$ cat src/design/pfa_pkg.sv
`timescale 1ns / 1ps

package pfa_pkg;

  // default sizing of the partition table
  localparam int DEF_MAX_PARTITIONS = 16;
  localparam int DEF_SIZE_BITS      = 16;

  // fixed field widths of the item interfaces
  localparam int INDEX_W = 4;
  localparam int REQ_W   = 16;
  localparam int LEFT_W  = 16;
  localparam int COUNT_W = 5;
  localparam int STRAT_W = 2;

  // packed stream widths, padded to whole bytes
  localparam int S_TDATA_W = 40;
  localparam int M_TDATA_W = 24;

  // item kind carried in tuser
  localparam logic MODE_LOAD    = 1'b0;
  localparam logic MODE_REQUEST = 1'b1;

  // search strategies
  localparam logic [STRAT_W-1:0] STRAT_BEST  = 2'd0;
  localparam logic [STRAT_W-1:0] STRAT_FIRST = 2'd1;
  localparam logic [STRAT_W-1:0] STRAT_NEXT  = 2'd2;
  localparam logic [STRAT_W-1:0] STRAT_WORST = 2'd3;

  typedef enum logic [1:0] {
    ST_IDLE,
    ST_SCAN,
    ST_LAST,
    ST_RESULT
  } state_e;

  // control from the sequencer to the shared fit unit
  typedef struct packed {
    logic clear;
    logic eval;
    logic first_mode;
    logic worst;
  } fit_ctrl_t;

endpackage

$ cat src/design/pfa_ram.sv
`timescale 1ns / 1ps

module pfa_ram #(
  parameter int WIDTH = 16,
  parameter int DEPTH = 16
) (
  input  logic                     clk_i,
  input  logic                     we_i,
  input  logic [$clog2(DEPTH)-1:0] waddr_i,
  input  logic [WIDTH-1:0]         wdata_i,
  input  logic [$clog2(DEPTH)-1:0] raddr_i,
  output logic [WIDTH-1:0]         rdata_o
);

  logic [WIDTH-1:0] mem [DEPTH];
  logic [WIDTH-1:0] rdata_q;

  // one write port, one registered read port
  always_ff @(posedge clk_i) begin
    if (we_i) begin
      mem[waddr_i] <= wdata_i;
    end
    rdata_q <= mem[raddr_i];
  end

  assign rdata_o = rdata_q;

endmodule

$ cat src/design/pfa_fit_unit.sv
`timescale 1ns / 1ps

module pfa_fit_unit #(
  parameter int MAX_PARTITIONS = pfa_pkg::DEF_MAX_PARTITIONS,
  parameter int SIZE_BITS      = pfa_pkg::DEF_SIZE_BITS,
  localparam int IdxW          = $clog2(MAX_PARTITIONS),
  localparam int CmpW          = (SIZE_BITS > pfa_pkg::REQ_W) ? SIZE_BITS : pfa_pkg::REQ_W
) (
  input  logic                     clk_i,
  input  logic                     rst_ni,
  input  pfa_pkg::fit_ctrl_t       ctrl_i,
  input  logic [pfa_pkg::REQ_W-1:0] req_i,
  input  logic [SIZE_BITS-1:0]     size_i,
  input  logic                     alloc_i,
  input  logic [IdxW-1:0]          idx_i,
  output logic                     found_o,
  output logic [IdxW-1:0]          pick_o,
  output logic [CmpW-1:0]          frag_o
);

  import pfa_pkg::*;

  logic            have_q, have_d;
  logic [IdxW-1:0] pick_q, pick_d;
  logic [CmpW-1:0] keep_q, keep_d;
  logic [CmpW-1:0] size_ext, req_ext, frag;
  logic            fits, better, take;

  // one compare and subtract per candidate
  always_comb begin
    size_ext = CmpW'(size_i);
    req_ext  = CmpW'(req_i);
    frag     = size_ext - req_ext;
    fits     = !alloc_i && (size_ext >= req_ext);
    better   = ctrl_i.worst ? (frag > keep_q) : (frag < keep_q);
    take     = ctrl_i.eval && fits && (!have_q || (!ctrl_i.first_mode && better));
  end

  // running pick
  always_comb begin
    have_d = have_q;
    pick_d = pick_q;
    keep_d = keep_q;
    if (ctrl_i.clear) begin
      have_d = 1'b0;
      pick_d = '0;
      keep_d = '0;
    end else if (take) begin
      have_d = 1'b1;
      pick_d = idx_i;
      keep_d = frag;
    end
  end

  always_ff @(posedge clk_i or negedge rst_ni) begin
    if (!rst_ni) begin
      have_q <= 1'b0;
      pick_q <= '0;
      keep_q <= '0;
    end else begin
      have_q <= have_d;
      pick_q <= pick_d;
      keep_q <= keep_d;
    end
  end

  assign found_o = have_q;
  assign pick_o  = pick_q;
  assign frag_o  = keep_q;

  // a cleared unit holds no pick
  assert property (@(posedge clk_i) disable iff (!rst_ni)
    ctrl_i.clear |=> !have_q && (keep_q == '0))
    else $error("fit unit not cleared");

  // first and next fit keep the earliest hit
  assert property (@(posedge clk_i) disable iff (!rst_ni)
    have_q && ctrl_i.first_mode && !ctrl_i.clear |=> $stable(pick_q))
    else $error("first-fit pick replaced");

endmodule

$ cat src/design/partition_fit_allocator.sv
`timescale 1ns / 1ps

// Fixed-partition allocator with best, first, next and worst fit. A load item
// (tuser = 0) writes one partition size and frees it; a request item (tuser = 1)
// scans the active partitions through a single compare/subtract unit, one
// partition per cycle from the size RAM's registered read port, marks the
// granted partition allocated and returns found, index and leftover. A load
// goes straight from idle to the result state, as does a request when n, the
// active partition count, is zero; other requests pass the scan and last states.
// The input is not ready while an item is in work; a finished result sits in
// the output register until taken. The partition sizes are undefined until loaded.
module partition_fit_allocator #(
  parameter int MAX_PARTITIONS = pfa_pkg::DEF_MAX_PARTITIONS,
  parameter int SIZE_BITS      = pfa_pkg::DEF_SIZE_BITS
) (
  input  logic                         clk_i,
  input  logic                         rst_ni,
  // block_index[3:0], block_size[19:4], request_size[35:20], strategy[37:36]
  input  logic [pfa_pkg::S_TDATA_W-1:0] s_axis_tdata_i,
  // mode[0]
  input  logic                         s_axis_tuser_i,
  input  logic                         s_axis_tvalid_i,
  output logic                         s_axis_tready_o,
  // granted_index[3:0], leftover[19:4]
  output logic [pfa_pkg::M_TDATA_W-1:0] m_axis_tdata_o,
  // found[0]
  output logic                         m_axis_tuser_o,
  output logic                         m_axis_tvalid_o,
  input  logic                         m_axis_tready_i,
  input  logic [pfa_pkg::COUNT_W-1:0]  cfg_data_i,
  input  logic                         cfg_valid_i,
  output logic                         cfg_ready_o
);

  import pfa_pkg::*;

  localparam int IdxW = $clog2(MAX_PARTITIONS);
  localparam int CntW = $clog2(MAX_PARTITIONS + 1);
  localparam int CmpW = (SIZE_BITS > REQ_W) ? SIZE_BITS : REQ_W;

  // input fields
  logic [INDEX_W-1:0] in_index;
  logic [REQ_W-1:0]   in_bsize, in_req;
  logic [STRAT_W-1:0] in_strat;

  assign in_index = s_axis_tdata_i[INDEX_W-1:0];
  assign in_bsize = s_axis_tdata_i[INDEX_W +: REQ_W];
  assign in_req   = s_axis_tdata_i[INDEX_W+REQ_W +: REQ_W];
  assign in_strat = s_axis_tdata_i[INDEX_W+2*REQ_W +: STRAT_W];

  state_e state_q, state_d;

  logic [COUNT_W-1:0]        count_q;
  logic [MAX_PARTITIONS-1:0] alloc_q, alloc_d;
  logic [IdxW-1:0]           ptr_q, ptr_d;
  logic [CntW-1:0]           n_q, n_d, n_sat;
  logic [REQ_W-1:0]          req_q, req_d;
  logic                      next_q, next_d;
  logic                      first_q, first_d;
  logic                      worst_q, worst_d;
  logic [IdxW-1:0]           addr_q, addr_d;
  logic [CntW-1:0]           iss_q, iss_d;
  logic                      rd_valid_q, rd_valid_d;
  logic [IdxW-1:0]           rd_idx_q, rd_idx_d;

  logic                      accept, is_load, load_ok;
  logic                      issue, res_load, slot_free;
  logic                      last_issue;
  fit_ctrl_t                 fit_ctrl;
  logic                      fit_found;
  logic [IdxW-1:0]           fit_pick;
  logic [CmpW-1:0]           fit_frag;
  logic [SIZE_BITS-1:0]      rd_size;

  logic                      m_valid_q;
  logic                      m_found_q, m_found_d;
  logic [INDEX_W-1:0]        m_index_q, m_index_d;
  logic [LEFT_W-1:0]         m_left_q, m_left_d;

  // configuration register, always ready
  assign cfg_ready_o = 1'b1;

  always_ff @(posedge clk_i or negedge rst_ni) begin
    if (!rst_ni) begin
      count_q <= COUNT_W'(16);
    end else if (cfg_valid_i) begin
      count_q <= cfg_data_i;
    end
  end

  // active count saturated to the table depth
  assign n_sat = (int'(count_q) > MAX_PARTITIONS) ? CntW'(MAX_PARTITIONS) : CntW'(count_q);

  assign accept     = s_axis_tvalid_i && s_axis_tready_o;
  assign is_load    = (s_axis_tuser_i == MODE_LOAD);
  assign load_ok    = accept && is_load && (int'(in_index) < MAX_PARTITIONS);
  assign slot_free  = !m_valid_q || m_axis_tready_i;
  assign last_issue = (iss_q == n_q - CntW'(1));

  // next state
  always_comb begin
    state_d = state_q;
    unique case (state_q)
      ST_IDLE: begin
        if (accept) begin
          if (is_load || (n_sat == '0)) begin
            state_d = ST_RESULT;
          end else begin
            state_d = ST_SCAN;
          end
        end
      end
      ST_SCAN: begin
        if (last_issue) begin
          state_d = ST_LAST;
        end
      end
      ST_LAST: begin
        state_d = ST_RESULT;
      end
      ST_RESULT: begin
        if (slot_free) begin
          state_d = ST_IDLE;
        end
      end
      default: begin
        state_d = ST_IDLE;
      end
    endcase
  end

  // sequencer outputs
  always_comb begin
    s_axis_tready_o     = 1'b0;
    issue               = 1'b0;
    res_load            = 1'b0;
    fit_ctrl.clear      = 1'b0;
    fit_ctrl.eval       = rd_valid_q;
    fit_ctrl.first_mode = first_q;
    fit_ctrl.worst      = worst_q;
    unique case (state_q)
      ST_IDLE: begin
        s_axis_tready_o = 1'b1;
        fit_ctrl.clear  = accept;
      end
      ST_SCAN: begin
        issue = 1'b1;
      end
      ST_LAST: begin
      end
      ST_RESULT: begin
        res_load = slot_free;
      end
      default: begin
      end
    endcase
  end

  // request context and scan address stepping
  always_comb begin
    n_d        = n_q;
    req_d      = req_q;
    next_d     = next_q;
    first_d    = first_q;
    worst_d    = worst_q;
    addr_d     = addr_q;
    iss_d      = iss_q;
    rd_valid_d = issue;
    rd_idx_d   = issue ? addr_q : rd_idx_q;
    if (accept) begin
      n_d     = n_sat;
      req_d   = in_req;
      // only a request over a non-empty table moves the pointer
      next_d  = (in_strat == STRAT_NEXT) && !is_load && (n_sat != '0);
      first_d = (in_strat == STRAT_FIRST) || (in_strat == STRAT_NEXT);
      worst_d = (in_strat == STRAT_WORST);
      iss_d   = '0;
      if ((in_strat == STRAT_NEXT) && (CntW'(ptr_q) < n_sat)) begin
        addr_d = ptr_q;
      end else begin
        addr_d = '0;
      end
    end else if (issue) begin
      iss_d = iss_q + CntW'(1);
      if (CntW'(addr_q) == n_q - CntW'(1)) begin
        addr_d = '0;
      end else begin
        addr_d = addr_q + IdxW'(1);
      end
    end
  end

  // result, allocated marks and next-fit pointer
  always_comb begin
    alloc_d   = alloc_q;
    ptr_d     = ptr_q;
    m_found_d = fit_found;
    m_index_d = fit_found ? INDEX_W'(fit_pick) : '0;
    m_left_d  = '0;
    if (fit_found) begin
      m_left_d = (fit_frag > CmpW'(LEFT_W'('1))) ? '1 : LEFT_W'(fit_frag);
    end
    if (load_ok) begin
      alloc_d[IdxW'(in_index)] = 1'b0;
    end
    if (res_load) begin
      if (fit_found) begin
        alloc_d[fit_pick] = 1'b1;
      end
      if (next_q) begin
        if (fit_found && (CntW'(fit_pick) != n_q - CntW'(1))) begin
          ptr_d = fit_pick + IdxW'(1);
        end else begin
          ptr_d = '0;
        end
      end
    end
  end

  always_ff @(posedge clk_i or negedge rst_ni) begin
    if (!rst_ni) begin
      state_q    <= ST_IDLE;
      alloc_q    <= '0;
      ptr_q      <= '0;
      rd_valid_q <= 1'b0;
      m_valid_q  <= 1'b0;
      next_q     <= 1'b0;
      first_q    <= 1'b0;
      worst_q    <= 1'b0;
      iss_q      <= '0;
      n_q        <= '0;
    end else begin
      state_q    <= state_d;
      alloc_q    <= alloc_d;
      ptr_q      <= ptr_d;
      rd_valid_q <= rd_valid_d;
      next_q     <= next_d;
      first_q    <= first_d;
      worst_q    <= worst_d;
      iss_q      <= iss_d;
      n_q        <= n_d;
      if (res_load) begin
        m_valid_q <= 1'b1;
      end else if (m_axis_tready_i) begin
        m_valid_q <= 1'b0;
      end
    end
  end

  // payload registers
  always_ff @(posedge clk_i) begin
    req_q    <= req_d;
    addr_q   <= addr_d;
    rd_idx_q <= rd_idx_d;
    if (res_load) begin
      m_found_q <= m_found_d;
      m_index_q <= m_index_d;
      m_left_q  <= m_left_d;
    end
  end

  // partition size store
  pfa_ram #(
    .WIDTH (SIZE_BITS),
    .DEPTH (MAX_PARTITIONS)
  ) u_size_ram (
    .clk_i   (clk_i),
    .we_i    (load_ok),
    .waddr_i (IdxW'(in_index)),
    .wdata_i (SIZE_BITS'(in_bsize)),
    .raddr_i (addr_q),
    .rdata_o (rd_size)
  );

  // shared compare and subtract unit
  pfa_fit_unit #(
    .MAX_PARTITIONS (MAX_PARTITIONS),
    .SIZE_BITS      (SIZE_BITS)
  ) u_fit (
    .clk_i   (clk_i),
    .rst_ni  (rst_ni),
    .ctrl_i  (fit_ctrl),
    .req_i   (req_q),
    .size_i  (rd_size),
    .alloc_i (alloc_q[rd_idx_q]),
    .idx_i   (rd_idx_q),
    .found_o (fit_found),
    .pick_o  (fit_pick),
    .frag_o  (fit_frag)
  );

  assign m_axis_tvalid_o = m_valid_q;
  assign m_axis_tuser_o  = m_found_q;
  assign m_axis_tdata_o  = {{(M_TDATA_W - INDEX_W - LEFT_W){1'b0}}, m_left_q, m_index_q};

  // granted partition is marked allocated
  assert property (@(posedge clk_i) disable iff (!rst_ni)
    res_load && fit_found |=> alloc_q[$past(fit_pick)])
    else $error("granted partition not marked");

  // scan never issues beyond the active count
  assert property (@(posedge clk_i) disable iff (!rst_ni)
    (state_q == ST_SCAN) |-> (iss_q < n_q))
    else $error("scan ran past the active count");

  // reads in flight only while scanning
  assert property (@(posedge clk_i) disable iff (!rst_ni)
    rd_valid_q |-> ((state_q == ST_SCAN) || (state_q == ST_LAST)))
    else $error("stray size read");

  // a miss carries zero index and leftover
  assert property (@(posedge clk_i) disable iff (!rst_ni)
    m_axis_tvalid_o && !m_axis_tuser_o |-> (m_axis_tdata_o == '0))
    else $error("miss with non-zero payload");

endmodule
$ cat config.mk
export PLATFORM = sky130hd
export DESIGN_NAME = partition_fit_allocator
export DESIGN_NICKNAME = d
export VERILOG_FILES = /design/src/design/pfa_pkg.sv /design/src/design/pfa_ram.sv /design/src/design/pfa_fit_unit.sv /design/src/design/partition_fit_allocator.sv
export SDC_FILE = /design/constraint.sdc
export NUM_CORES = 1
export LEC_CHECK = 0
export ABC_CLOCK_PERIOD_IN_PS = 4500
export BUFFER_PORTS_ARGS = -buffer_cell sky130_fd_sc_hd__buf_2
export CORE_MARGIN = 2
export CORE_UTILIZATION = 62
export CTS_BUF_LIST = sky130_fd_sc_hd__clkbuf_8
export CTS_CLUSTER_SIZE = 40
export DETAILED_ROUTE_END_ITERATION = 12
export PLACE_DENSITY = 0.83
export SLEW_MARGIN = 5
export SYNTH_ARGS = -nofsm -noshare
export SYNTH_HDL_FRONTEND = slang
export SYNTH_HIERARCHICAL = 1
export SYNTH_SLANG_ARGS = --single-unit
$ cat constraint.sdc
create_clock -name clk_i -period 4.5 [get_ports clk_i]
set_input_delay 0 -clock clk_i [delete_from_list [all_inputs] [get_ports clk_i]]
set_output_delay 0 -clock clk_i [all_outputs]
set_load 0.02 [all_outputs]
* After elaboration in Yosys (flattened, before gate mapping) *
Memories as Yosys holds them, arrays and structs flattened. A register that Yosys moved wholly into a read port is not among the register bits.
Cells that the tools add are included.

word-level totals
  output and inout port bits = 28
  flip-flop bits (word level) = 108
  input bits = 51
  RAM bits = 256
  memories = 1
  logic and storage cells = 119

memories
  name            depth  width  rd ports  clocked after memory_dff  write ports  line           text
  u_size_ram.mem  16     16     1         1                         1            pfa_ram.sv:15  logic [WIDTH-1:0] mem [DEPTH];

cells by class
  reductions and logical operators = 28
  eq/ne operators = 12
  $add $sub $neg = 5
  bitwise operators = 4
  order comparisons = 11
  mux-type cells = 38

operators by type and width
  cell                                                 count
  two-way mux 16 bit                                   6
  two-way mux 4 bit                                    7
  bitwise AND 16 bit                                   1
  >= comparator 16 bit                                 1
  > comparator 16 bit                                  1
  > comparator 16 bit, second input constant           1
  < comparator 16 bit                                  1
  NOT 16 bit                                           1
  OR 16 bit                                            1
  subtractor 16 bit                                    1
  < comparator 4 x 5 -> 1 bit, second input constant   3
  two-way mux 5 bit                                    3
  two-way mux 1 bit                                    14
  logical AND 1 bit                                    12
  adder 4 x 1 -> 4 bit, second input constant          2
  demux 1 bit (select 4 bit)                           2
  equality test 2 bit, second input constant           4
  >= comparator 4 x 1 -> 1 bit, second input constant  2
  two-way mux 2 bit                                    4
  one-hot mux 2 bit (4 select lines)                   1
  != test 2 bit, second input constant                 3
  nonzero test 2 bit                                   3
  adder 5 x 1 -> 5 bit, second input constant          1
  equality test 4 x 5 -> 1 bit                         1
  other kinds (15)                                     22

* Logic depth before layout (Yosys ltp) *
Gate-level depths: netlist (run 1).

  depth after elaboration = 10
  gate-level depth with buffers = 19
  mapped depth without buffers = 17

* Cells and area by module *
Netlist (run 1), hierarchy kept.

by module, submodules not included
  module                   cells each  area each (µm²)  instances
  pfa_ram                  432         10042.1          1
  partition_fit_allocator  308         3981.3           1
  pfa_fit_unit             247         2159.6           1

* Worst setup path after synthesis (run 1) *
Ideal clock, no wire load.

  path type = register to register
  start = reg req_q[1]
  end = reg u_fit.pick_q[0] (netlist: u_fit/pick_o[0])
  buffers on the path = 1
  path slack = 0.471 ns
  period minus slack after synthesis = 4.029 ns
  required time = 4.368 ns
  arrival = 3.897 ns
  stages on the path, launching flop included = 19
  library setup time = 0.132 ns
  path through = edfxtp_1 > inv_1 > ha_1 > nor2b_1 > o31ai_1 > a211oi_1 > a31oi_1 > mux2i_1 > xnor2_1 > inv_1 > ha_1 > nand4_2 > nor2_1 > a41o_1 > or4_4 > a31oi_4 > buf_6 > mux2i_1 > nor2_1

between the ends
  cells in the longest elaborated chain, start to end = 7

RTL lines
  item                                                               line                            text
  from (decl)                                                        partition_fit_allocator.sv:57   logic [REQ_W-1:0] req_q, req_d;
  from (signal assigned)                                             partition_fit_allocator.sv:252  req_q <= req_d;
  subtractor 16 bit                                                  pfa_fit_unit.sv:33              frag = size_ext - req_ext;
  < comparator 16 bit / > comparator 16 bit (equally long branches)  pfa_fit_unit.sv:35              better = ctrl_i.worst ? (frag > keep_q) : (frag < keep_q);
  two-way mux 1 bit                                                  pfa_fit_unit.sv:35
  logical AND 1 bit                                                  pfa_fit_unit.sv:36              take = ctrl_i.eval && fits && (!have_q || (!ctrl_i.first_mode && better));
  logical OR 1 bit                                                   pfa_fit_unit.sv:36
  logical AND 1 bit *                                                pfa_fit_unit.sv:36
  nonzero test 2 bit (no line) *                                     n/a
  to (signal assigned)                                               pfa_fit_unit.sv:62              pick_q <= pick_d;
  to (decl)                                                          pfa_fit_unit.sv:24              logic [IdxW-1:0] pick_q, pick_d;

Every way passes the cells marked *; elsewhere a longest branch is shown, timed or not.
A chain may end at the register's enable or synchronous reset.

* Final worst setup path (run 1) *
  start = reg req_q[6]
  end = reg u_fit.pick_q[1] (netlist: u_fit/pick_o[1])

The elaborated chain is that of the path after synthesis.

==> metrics.md, run 1 <==
| Metric | Value |
|---|---|
| Max Cap Viol | `0` |
| Lkg Pwr | `0.006993 uW` |
| Layout Nets | `1268` |
| FMAX | `~240 MHz` |
| Mux cell area share after synthesis | `11.61%` |
| Critical path capture point type | `flip-flop` |
| DR pass1 iterations | `5` |
| Die Height | `around 170 um` |
| Antenna violations before repair | `0` |
| GPL Wtd Cong | `around 0.86` |
| Clock skew | `approximately 21 ps` |
| Hold Vio Cnt, Final | `0` |
| Drt drc | `0` |
| Cells after Synth | `987` |
| Multi-input gate area | `0.004885 mm2` |
| WL/cell | `between 20 and 25 um` |
| Register area | `0.01094 mm2` |
| Fin crit share | `94.49%` |
| Mapped Avg Cell Area | `16.40 um2` |
| Routed Antenna Nets | `0` |
| # IOs | `79` |
| Startpoint Class | `flip-flop` |
| WS Path Type | `reg2reg` |
| Fill cells | `1570` |
| Post-Synth XOR/XNOR Area | `under 10%` |
| Die area | `0.02741 mm2` |
| Post-synth EDFFs | `301` |
| Worst Max-Slew Pin Slew | `1047 ps` |
| Port-buffer cells | `71` |
| Outcome | `finished clean` |
| Ys flop type | `edfxtp_1` |
| Placed inst area | `roughly 0.017 mm2` |
| CTS Buffer Depth | `3` |
| Hold WS | `107.5 ps` |
| Leading area contributor after synthesis | `edfxtp_1` |
| Top cell type's share of synthesized area | `around 56%` |
| Clock transition at path regs | `60 ps` |
| Chip Width | `165.6 um` |
| Final setup vio count | `0` |
| Ranking of synthesized cells by area | `edfxtp_1 (56%), dfrtp_1 (9.6%), mux4_2 (8.2%)` |
| CTS buffer count | `57` |
| H-Tree Depth | `2` |
| Crit path time final | `around 4300 ps` |
| Clock latency on the worst-skew pair | `600 ps` |
| YS warnings | `6` |
| TNS Setup | `0 ps` |
| Complex-gate fraction of the synthesized area | `6.433%` |
| Share of cells above drive strength 1 | `between 20% and 30%` |
| Fin area | `0.01877 mm2` |
| #FFs+latches synth | `380` |
| Total setup buffers inserted after CTS | `0` |
| First-pass GRT wire length | `53.13 mm` |
| Max Slew Vio Count | `0` |
| HP Class | `in2async` |
| # clock sinks | `380` |
| Total gr overflow | `0` |
| CTS tree | `yes` |
| Sequential area share after synthesis | `67.58%` |
| Vias in the first global route | `9699` |
| Main combinational cell family by area after synthesis | `multiplexers` |
| Core area | `0.02584 mm2` |
| Reg2reg setup slack | `250 ps` |
| Adder-Cell Fraction of Synth Area | `3.835%` |
| WL final | `34.83 mm` |
| Clk root buf | `clkbuf_8` |
| Final Power | `about 12000 uW` |
| Data arrival time of the critical path | `4720 ps` |
| PD cells | `approximately 620 mW/mm2` |
| Initial core utilization | `62.63%` |
| Max_slew headroom | `30.15%` |
| Total track usage | `between 20% and 30%` |
| Library cells used by synthesis | `72` |
| Max VDD drop | `0.4123 mV` |
| Synthesis-to-finish area growth | `15.96%` |
| Crit Path Max Fanout | `11` |
| Post-Synth Simple-Gate Area | `roughly 5.6%` |
| Initial DRC count | `968` |
| Via/cell ratio | `5.975` |
| Row count | `59` |
| Pin count of the biggest net entering global routing | `66` |
| Vias | `9273` |
| Async set-reset flop share out of synthesis | `16.58%` |
| Synthesized area | `0.01618 mm2` |
| Final HPWL DP | `roughly 22 mm` |
| ANT cells | `0` |
| Worst endpoint required time | `4970 ps` |
worst max-delay path, stage by stage, from the launching register on:
cell and delay, ps:
edfxtp_1 320, inv_1 40, ha_1 450, o211a_1 210, a211oi_2 50, a211oi_1 420
a31oi_2 210, mux2i_1 160, xnor2_1 230, inv_1 70, ha_1 300, nand4_2 120
nor2_1 60, a41o_1 250, or4_4 530, a31oi_4 220, buf_6 200, mux2i_1 220
nor2_1 60
path summary, 6_finish.rpt:
check	from	endpoint	cells after the start
max	req_q[6]	u_fit/pick_o[1]	18
min	rst_ni	state_q[1]	3
max reg2reg	req_q[6]	u_fit/pick_o[1]	18
min reg2reg	next_q	next_q	2
max in group asynchronous	rst_ni	u_fit/frag_o[4]	3
min in group clk_i	s_axis_tdata_i[27]	req_q[7]	2
what timing repair did:
item / in CTS / in global routing
hold endpoints to repair: 367 / 0
hold buffers: 56 / 0
endpoints found under the setup margin: 0 / 20
gates resized for setup: 0 / 7
cell families (layout without fill, tap and decap cells):
family	after synthesis	count (layout)
AOI/OAI and AO/OA	149	149
xor gates and xnor gates	37	37
adders and majority gates	49	49
buffers and inverters	93	320
DFF	380	380
muxes	97	97
other	2	5
and+or+nand+nor	180	180
flip-flops by register name, indices dropped and copies added (netlist names), 2 cells and up:
name	count
addr_q	4
alloc_q	16
count_q	5
iss_q	5
m_index_q	4
m_left_q	16
n_q	5
ptr_q	4
rd_idx_q	4
req_q	16
state_q	2
u_fit/frag_o	16
u_fit/pick_o	4
u_size_ram/mem	256
u_size_ram/rdata_o	16
where the power goes:
part / internal [uW] / switching [uW]
logic: 1880 / 2330
clock network: 1470 / 1310
registers: 4270 / 373
total: 7630 / 4010
layout make-up:
cell class / count / share of cell area [%]
multi-input cells: 517 / 26.03
repair buffers: 158 / 6.294
well taps: 335 / 2.234
inverters: 54 / 1.080
clock inverters: 48 / 1.680
clock buffers: 60 / 4.401
flip-flops and latches: 380 / 58.28
Yosys cell counts (all sizes together) (22+ instances only):
cell type	number
xnor2	22
o21ai	47
dfrtp	62
inv	54
ha	48
mux2i	23
edfxtp	301
nor2	50
and2	22
nand2	49
buf	23
a22oi	32
mux4	69
a21oi	22
cells in the final DEF (no fill, tap or decap), types with 5 or more instances in the layout:
| cell type | n |
|---|---|
| nand3b_1 | 5 |
| xor2_1 | 13 |
| nor2b_1 | 5 |
| clkinv_1 | 14 |
| inv_1 | 68 |
| a21oi_1 | 20 |
| buf_4 | 27 |
| nand2_1 | 49 |
| a22oi_1 | 32 |
| mux4_2 | 59 |
| conb_1 | 5 |
| edfxtp_1 | 301 |
| dfrtp_1 | 62 |
| mux2i_1 | 23 |
| ha_1 | 48 |
| o21a_1 | 6 |
| nor2_1 | 46 |
| clkbuf_8 | 60 |
| mux2_2 | 5 |
| nand2b_1 | 15 |
| o21ai_0 | 45 |
| mux4_1 | 10 |
| dfxtp_1 | 16 |
| nand3_1 | 7 |
| clkinv_2 | 13 |
| dlygate4sd3_1 | 56 |
| nand4_1 | 6 |
| buf_2 | 71 |
| and2_1 | 22 |
| xnor2_1 | 22 |
per-layer routing:
layer	track usage [%]	wire, um
met5	0	0
met4	8.111	786
met3	4.346	2511
met2	45.96	18070
met1	33.87	13460
stage by stage:
stage          util (%)  std cells  setup WS, ps
6_report          72.63       1552         248.0
5_1_grt           72.63       1552        -24.07
4_1_cts           72.46       1552         69.19
3_5_place_dp      65.88       1388         90.57
3_3_place_gp      65.88       1388         236.0
2_1_floorplan         -        990         471.1
Note: power is estimated with default switching activity, not from simulation.
==> run 2, diff against run 1 <==
--- a/config.mk
+++ b/config.mk
@@ -7,6 +7,7 @@
 export LEC_CHECK = 0
 export ABC_CLOCK_PERIOD_IN_PS = 4500
 export BUFFER_PORTS_ARGS = -buffer_cell sky130_fd_sc_hd__buf_2
+export CORE_ASPECT_RATIO = 0.7
 export CORE_MARGIN = 2
 export CORE_UTILIZATION = 62
 export CTS_BUF_LIST = sky130_fd_sc_hd__clkbuf_8
==> run 2 against run 1 <==
Compared with the run above:
- cell area decreased by 0.82%
- cell count down 1.3%
- global-route usage is 0.53 points higher
- first-iteration DRC count up 7.6%
- utilization is 0.18 points lower
- largest cell class unchanged
- highest routed layer unchanged
==> metrics.md, run 2 (synthesis results as in run 1) <==
| Metric | Value |
|---|---|
| Fill cells | `1560 (-0.64%)` |
| Port-buffer cells | `71 (unchanged)` |
| Vias | `9373 (+1.1%)` |
| Reg2reg setup slack | `210 ps (-30 ps)` |
| Hold Vio Cnt, Final | `0 (unchanged)` |
| First-pass GRT wire length | `54.45 mm (+2.5%)` |
| Antenna violations before repair | `1 (+1)` |
| Crit Path Max Fanout | `16 (+5)` |
| Worst Max-Slew Pin Slew | `1200 ps (+153.0 ps)` |
| Max reg flops | `256 (unchanged)` |
| Most common cell after layout, fill and taps aside | `edfxtp_1` |
| Max_slew headroom | `19.94% (-10 points)` |
| Share of cells above drive strength 1 | `22.25% (-0.59 points)` |
| WL/cell | `23.22 um (+3.5%)` |
| Core area | `0.02569 mm2 (-0.58%)` |
| Top reg by flops | `u_size_ram/mem` |
| Via/cell ratio | `6.118 (+2.4%)` |
| Layout Nets | `1260 (-0.63%)` |
| Data arrival time of the critical path | `4740 ps (+20 ps)` |
| Outcome | `finished clean` |
| Synthesis-to-finish area growth | `15.01%` |
| Pin count of the biggest net entering global routing | `68 (+3.0%)` |
| H-Tree Depth | `2 (unchanged)` |
| Max Cap Viol | `0 (unchanged)` |
| CTS Buffer Depth | `3 (unchanged)` |
| DR pass1 iterations | `5 (unchanged)` |
| WL final | `35.58 mm (+2.1%)` |
| Reg-to-Reg Start | `req_q[4]` |
| Die area | `0.02743 mm2 (about the same)` |
| Final Power | `11470 uW (-1.4%)` |
| Max Slew Vio Count | `0 (unchanged)` |
| Max VDD drop | `0.4524 mV (+9.7%)` |
| Total setup buffers inserted after CTS | `0 (unchanged)` |
| CTS tree | `yes` |
| Critical path capture point type | `flip-flop` |
| Startpoint Class | `flip-flop` |
| Row count | `49 (-17%)` |
| Final setup vio count | `0 (unchanged)` |
| Total gr overflow | `0 (unchanged)` |
| Fin crit share | `95.24% (+0.75 points)` |
| Clk root buf | `clkbuf_8` |
| CTS buffer count | `54 (-5.3%)` |
| Crit path time final | `4286 ps (+33.96 ps)` |
| Initial DRC count | `1042 (+7.6%)` |
| Lkg Pwr | `0.006918 uW (-1.1%)` |
| GPL Wtd Cong | `0.8271 (-3.8%)` |
| Total track usage | `26.75% (+0.53 points)` |
| TNS Setup | `0 ps (unchanged)` |
| Clock skew | `22.19 ps (+0.9185 ps)` |
| FMAX | `233.3 MHz (-0.79%)` |
| # IOs | `79 (unchanged)` |
| Reg-to-reg endpoint | `u_fit/pick_o[1]` |
| Most frequent cells in the layout | `edfxtp_1 (301), inv_1 (71), buf_2 (71)` |
| R2R cell count | `18 (unchanged)` |
| Initial core utilization | `63.00% (+0.36 points)` |
| Drt drc | `0 (unchanged)` |
| Clock latency on the worst-skew pair | `600 ps (about the same)` |
| Chip Width | `197.1 um (+19%)` |
| # clock sinks | `380 (unchanged)` |
| Die Height | `139.2 um (-16%)` |
| Routed Antenna Nets | `0 (unchanged)` |
| WS Path Type | `reg2reg` |
| Clock transition at path regs | `70 ps (about the same)` |
| PD cells | `616.4 mW/mm2 (-0.62%)` |
| HP Class | `in2async` |
| RSZ-0062 raised after global routing | `false` |
| Final HPWL DP | `21.53 mm (-0.41%)` |
| Worst endpoint required time | `4960 ps (about the same)` |
| Vias in the first global route | `9532 (-1.7%)` |
-- run 2: layout make-up --
cell class	instances	area, um2	area share, %
Clock inverter	38	235.2	1.264
Sequential cell	380	10940	58.76
Timing Repair Buffer	153	1139	6.118
Inverter	54	202.7	1.089
Multi-Input combinational cell	517	4883	26.24
Clock buffer	58	798.3	4.289
Tap cell	331	414.1	2.225
Antenna cell	1	2.502	0.01345
-- run 2: metrics by stage --
step	worst slack (ps)	cell area (um2)	std cells	hold WS, ps	util, %
2_1_floorplan	471.1	16190	990	-295.6	-
4_1_cts	53.20	18590	1531	83.58	72.36
3_3_place_gp	287.2	16980	1378	181.2	66.11
5_1_grt	20.71	18610	1532	96.39	72.45
6_report	214.0	18610	1532	97.55	72.45
3_5_place_dp	79.76	16980	1378	178.5	66.11
-- run 2: worst max-delay path by stage --
| stage | slack [ps] | depth (start not counted) | endpoint | startpoint |
|---|---|---|---|---|
| 2_1_floorplan | 470 | 18 | u_fit/pick_o[0] | req_q[1] |
| 3_3_place_gp | 290 | 18 | u_fit/frag_o[14] | req_q[1] |
| 3_5_place_dp | 80 | 18 | u_fit/pick_o[1] | req_q[1] |
| 4_1_cts | 50 | 18 | u_fit/pick_o[1] | req_q[1] |
| 5_1_grt | 20 | 18 | u_fit/frag_o[14] | req_q[4] |
| 6_report | 210 | 18 | u_fit/pick_o[1] | req_q[4] |
-- run 2: power breakdown --
group / internal (uW) / leakage (uW) / switching [uW]
logic: 1860 / 0.00263 / 2360
clock network: 1360 / 0.000596 / 1270
registers: 4270 / 0.00369 / 343
-- run 2: timing repair --
| item | in CTS | in global routing |
|---|---|---|
| endpoints found under the setup margin | 0 | 20 |
| hold buffers | 57 | 0 |
| hold endpoints to repair | 366 | 0 |
| resized for setup | 0 | 4 |
-- run 2: critical path, cell delays in order, from the launching register on --
cell      delay [ps]
edfxtp_1         320
inv_1             50
ha_1             370
o211a_1          250
a211oi_2         250
a211oi_2         120
a31oi_2          280
mux2i_1          250
xnor2_1          180
inv_1             90
ha_1             300
nand4_2          120
nor2_1            70
a41o_1           240
or4_4            530
a31oi_4          230
buf_12           190
mux2i_1          220
nor2_1            70
-- run 2: metal layers --
| layer | up-vias | global-route usage (%) | routed length, um |
|---|---|---|---|
| met1 | 4708 | 39.40 | 14720 |
| li1 | 4146 | - | - |
| met4 | 0 | 6.055 | 487 |
| met2 | 476 | 41.47 | 16890 |
| met3 | 43 | 6.274 | 3486 |
| met5 | - | 0 | 0 |
